### src/hw/rtl/kmf_pkg.sv
package kmf_pkg;

  localparam int MAX_MOTIF_DEF   = 10;
  localparam int TABLE_DEPTH_DEF = 256;

  localparam int CFG_W   = 4;
  localparam int LEN_W   = 6;
  localparam int POS_W   = 9;
  localparam int CNT_W   = 9;
  localparam int CODE_W  = 20;
  localparam int QUAL_W  = 13;

  localparam logic [POS_W-1:0] POS_SAT = '1;
  localparam logic [CNT_W-1:0] CNT_SAT = '1;

  typedef enum logic [2:0] {
    ST_IDLE,
    ST_EVAL,
    ST_READ,
    ST_CMP,
    ST_FIN
  } kmf_state_t;

  typedef struct packed {
    logic load;
    logic insert;
    logic rd;
    logic next;
    logic bump;
    logic emit;
  } kmf_cmd_t;

  typedef struct packed {
    logic qual;
    logic empty;
    logic hit;
    logic last_entry;
    logic last_item;
    logic out_free;
  } kmf_status_t;

endpackage

### src/hw/rtl/kmf_ctrl.sv
module kmf_ctrl (
  input  logic                 clk,
  input  logic                 rst,
  input  logic                 in_valid,
  output logic                 in_ready,
  input  kmf_pkg::kmf_status_t status,
  output kmf_pkg::kmf_cmd_t    cmd
);

  kmf_pkg::kmf_state_t state;
  kmf_pkg::kmf_state_t state_next;

  always_ff @(posedge clk) begin
    if (rst) begin
      state <= kmf_pkg::ST_IDLE;
    end else begin
      state <= state_next;
    end
  end

  always_comb begin
    state_next = state;
    case (state)
      kmf_pkg::ST_IDLE: begin
        if (in_valid) state_next = kmf_pkg::ST_EVAL;
      end
      kmf_pkg::ST_EVAL: begin
        if (!status.qual || status.empty) state_next = kmf_pkg::ST_FIN;
        else state_next = kmf_pkg::ST_READ;
      end
      kmf_pkg::ST_READ: begin
        state_next = kmf_pkg::ST_CMP;
      end
      kmf_pkg::ST_CMP: begin
        if (status.hit || status.last_entry) state_next = kmf_pkg::ST_FIN;
        else state_next = kmf_pkg::ST_READ;
      end
      kmf_pkg::ST_FIN: begin
        if (!status.last_item || status.out_free) state_next = kmf_pkg::ST_IDLE;
      end
      default: state_next = kmf_pkg::ST_IDLE;
    endcase
  end

  always_comb begin
    cmd      = '0;
    in_ready = 1'b0;
    case (state)
      kmf_pkg::ST_IDLE: begin
        in_ready = !rst;
        cmd.load = in_valid && !rst;
      end
      kmf_pkg::ST_EVAL: begin
        cmd.insert = status.qual && status.empty;
      end
      kmf_pkg::ST_READ: begin
        cmd.rd = 1'b1;
      end
      kmf_pkg::ST_CMP: begin
        cmd.bump   = status.hit;
        cmd.insert = !status.hit && status.last_entry;
        cmd.next   = !status.hit && !status.last_entry;
      end
      kmf_pkg::ST_FIN: begin
        cmd.emit = status.last_item && status.out_free;
      end
      default: begin
        cmd = '0;
      end
    endcase
  end

endmodule

### config.mk
export PLATFORM = sky130hd
export DESIGN_NAME = kmf_ctrl
export DESIGN_NICKNAME = d
export VERILOG_FILES = /design/src/hw/rtl/kmf_pkg.sv /design/src/hw/rtl/kmf_ctrl.sv
export SDC_FILE = /design/constraint.sdc
export NUM_CORES = 1
export LEC_CHECK = 0
export ABC_AREA = 1
export BUFFER_PORTS_ARGS = -buffer_cell sky130_fd_sc_hd__buf_2
export CORE_AREA = 2 2 39 41
export CTS_CLUSTER_DIAMETER = 50
export DETAILED_ROUTE_END_ITERATION = 10
export DIE_AREA = 0 0 41 43
export PLACE_DENSITY = 0.43
export SYNTH_ARGS = -nofsm -noshare
export SYNTH_HDL_FRONTEND = slang
export SYNTH_SLANG_ARGS = --single-unit
### constraint.sdc
create_clock -name clk -period 1.33 [get_ports clk]
set_input_delay 0.133 -clock clk [delete_from_list [all_inputs] [get_ports clk]]
set_output_delay 0.133 -clock clk [all_outputs]
set_load 0.01 [all_outputs]
==> impl_metrics.yaml <==
critical_path:
  crit_arrival_ps: 1110
  crit_type: "reg2out"
  timing.rr.start: "state[1]"
  cp-start-kind: "register"
  rr_worst_depth: 6
  critPathMaxFanout: 5
  worst_ep_required_time_ps: 1200
  r2r_end: "state[1]"
  end_kind: "output pin"
  reg2reg_setup_slack_ps: 440
sta:
  setup_tns_ps: 0
  clock_skew_ps: 5.82
  whs_ps: 87.8
  max_slew_margin_pct: 86.0
  tightest_slew_ps: 209
  slew_viol_final: 0
  rsz0062_at_grt: "no"
  fmax_mhz: 805
  finalSetupViolCount: 0
  min_period_over_period_pct: 93.4
  hold_viol: 0
  min_period_ps: 1240
  worst_slack_ps: 87.1
synth:
  synth_top_family_by_area: "simple AND/OR/NAND/NOR gates"
  avgSynthCellArea_sq_um: 5.33
  synth-adder-area-share_pct: 0
  ys_ff_latch: 3
  synth_compound_area_share_pct: 5.10
  syn_inst: 46
  ys.warnings.count: 0
  syn_area_sq_um: 245
  synth_fp_nets: 55
  synth_seq_area_share_pct: 24.5
  yosys-mux-area-fraction_pct: 0
  synth_xor_area_share_pct: 0
  synth.distinct_cells: 11
  synthSimpleGateAreaFrac_pct: 53.6
die:
  io_pins: 16
  die_area_sq_um: 1760
  rows: 14
  die_y_um: 43
  core_area_sq_um: 1380
  die_x_um: 41
  initial_utilization_pct: 17.7
power_and_ir_drop:
  p_sw_mw: 0.0976
  peakVddDrop_mv: 0.637
  p_int_mw: 0.236
  netSwitchingFraction_pct: 29.2
  comb_power_share_pct: 19.2
  power.static_leakage_nw: 0.229
  seq_power_share_pct: 31.2
  p_clk_share_pct: 49.6
  powerDensity_nw_per_um2: 896
final_layout:
  stdcell_count: 81
  num_antenna_cells: 0
  drive_gt1_share_pct: 38.5
  final_net_count: 75
  area_delta_synth_final_pct: 52.0
  largest_reg_flops: 3
  final_cell_mix: "buf_2, nand2_1, inv_1"
  final_common_cell: "buf_2"
  top_register: "state"
  reg_top3: "state: 3 flops"
  nFillCells: 170
clock_tree:
  cts_tree: "done"
  path_clk_slew_ps: 40
  insertion_delay_ps: 240
  clockBufferDepth: 2
  ctsResizeCount: 1
  cts_root_buf: "clkbuf_4"
  h-tree-depth: 1
  cts_setup_buffers: 0
  cts_made_buffers: 3
  ctsHoldBuffers: 0
  cts.sinks: 3
place:
  dp.cells: 77
  place.detailed.hpwl_um: 504
  dp_slack_ps: 227
  portBuffers: 15
  gp_congestion: 0.721
hold_path:
  hold_depth: 2
  holdPathEnd: "state[1]"
  min_from: "rst"
  hold_class: "in2reg"
route:
  drc: 0
  drtAntennaViolNets: 0
  vias: 320
  avgRoutedWirePerCell_um: 7.94
  firstDrtPassIters: 4
  initialDrtViolationCount: 6
  viasPerCell: 3.95
  routed_wl_um: 643
global_routing:
  first_global_vias: 284
  grt_remaining_overflow: 0
  antenna_found_initial: 0
  grt.total_usage_pct: 9.52
  grt_max_degree: 7
  grt_pass1_wl_um: 1080
run:
  maxCapViolCount: 0
run_status:
  status: "complete, no violations"
==> worst max path at each step <==
stage                        start  endpoint  slack [ps]
final                     state[0]    cmd[4]          90
after global routing      state[0]    cmd[4]           5
after detailed placement  state[0]    cmd[4]         230
after CTS                 state[1]    cmd[4]           4
after floorplan           state[0]    cmd[4]         300
after global placement    state[0]    cmd[4]         220
==> metrics by stage <==
stage                     instance area, sq um  total power [mW]  utilization, %
after CTS                                  368             0.339            26.6
after detailed placement                   340             0.169            24.6
after global routing                       373             0.358            26.9
after global placement                     340             0.169            24.6
after floorplan                            245             0.140               -
final                                      373             0.334            26.9
==> synth_stat cells <==
cell / count / area [sq um]
inv_1: 11 / 41.3
nand2_1: 11 / 41.3
nor2_1: 9 / 33.8
nand3_1: 4 / 20.0
dfxtp_1: 3 / 60.1
nor2_2: 3 / 18.8
nand2_2: 1 / 6.26
nor3_1: 1 / 5.00
nor4_1: 1 / 6.26
o211ai_1: 1 / 7.51
o21ai_0: 1 / 5.00
==> critical path, cell delays in order, from the launching register on <==
cell	delay [ps]
dfxtp_4	360
inv_1	60
nor2_2	100
nand2_1	90
o21ai_1	130
buf_2	140
==> power groups by stage <==
| stage | Combinational, mW | Clock [mW] | Sequential [mW] |
|---|---|---|---|
| floorplan | 0.0370 | 0 | 0.103 |
| global placement | 0.0644 | 0 | 0.105 |
| detailed placement | 0.0637 | 0 | 0.105 |
| CTS | 0.0648 | 0.169 | 0.104 |
| global route | 0.0751 | 0.178 | 0.105 |
| finish | 0.0641 | 0.166 | 0.104 |
==> routing by layer <==
metal / wire, um / global-route usage [%] / vias to the layer above / part of all wire [%]
met5: 0 / 0 / - / 0
li1: - / - / 175 / -
met1: 315 / 11.8 / 132 / 49
met4: 0 / 6.00 / 0 / 0
met3: 54 / 6.28 / 0 / 8.4
met2: 273 / 11.6 / 13 / 42
==> layout make-up <==
class	count	area [sq um]	area share [%]
inverters	11	41.3	11.1
well taps	16	20.0	5.37
multi-input cells	32	144	38.6
clock buffers	4	26.3	7.05
repair buffers	15	75.1	20.1
flip-flops and latches	3	66.3	17.8
==> cell families (layout without fill, tap and decap cells) <==
| kind of cell | Yosys count | in the layout |
|---|---|---|
| buffers and inverters | 11 | 30 |
| flip-flops | 3 | 3 |
| AND/OR/NAND/NOR | 30 | 30 |
| AO/OA/AOI/OAI | 2 | 2 |
Power figures use the tool's default switching activity.
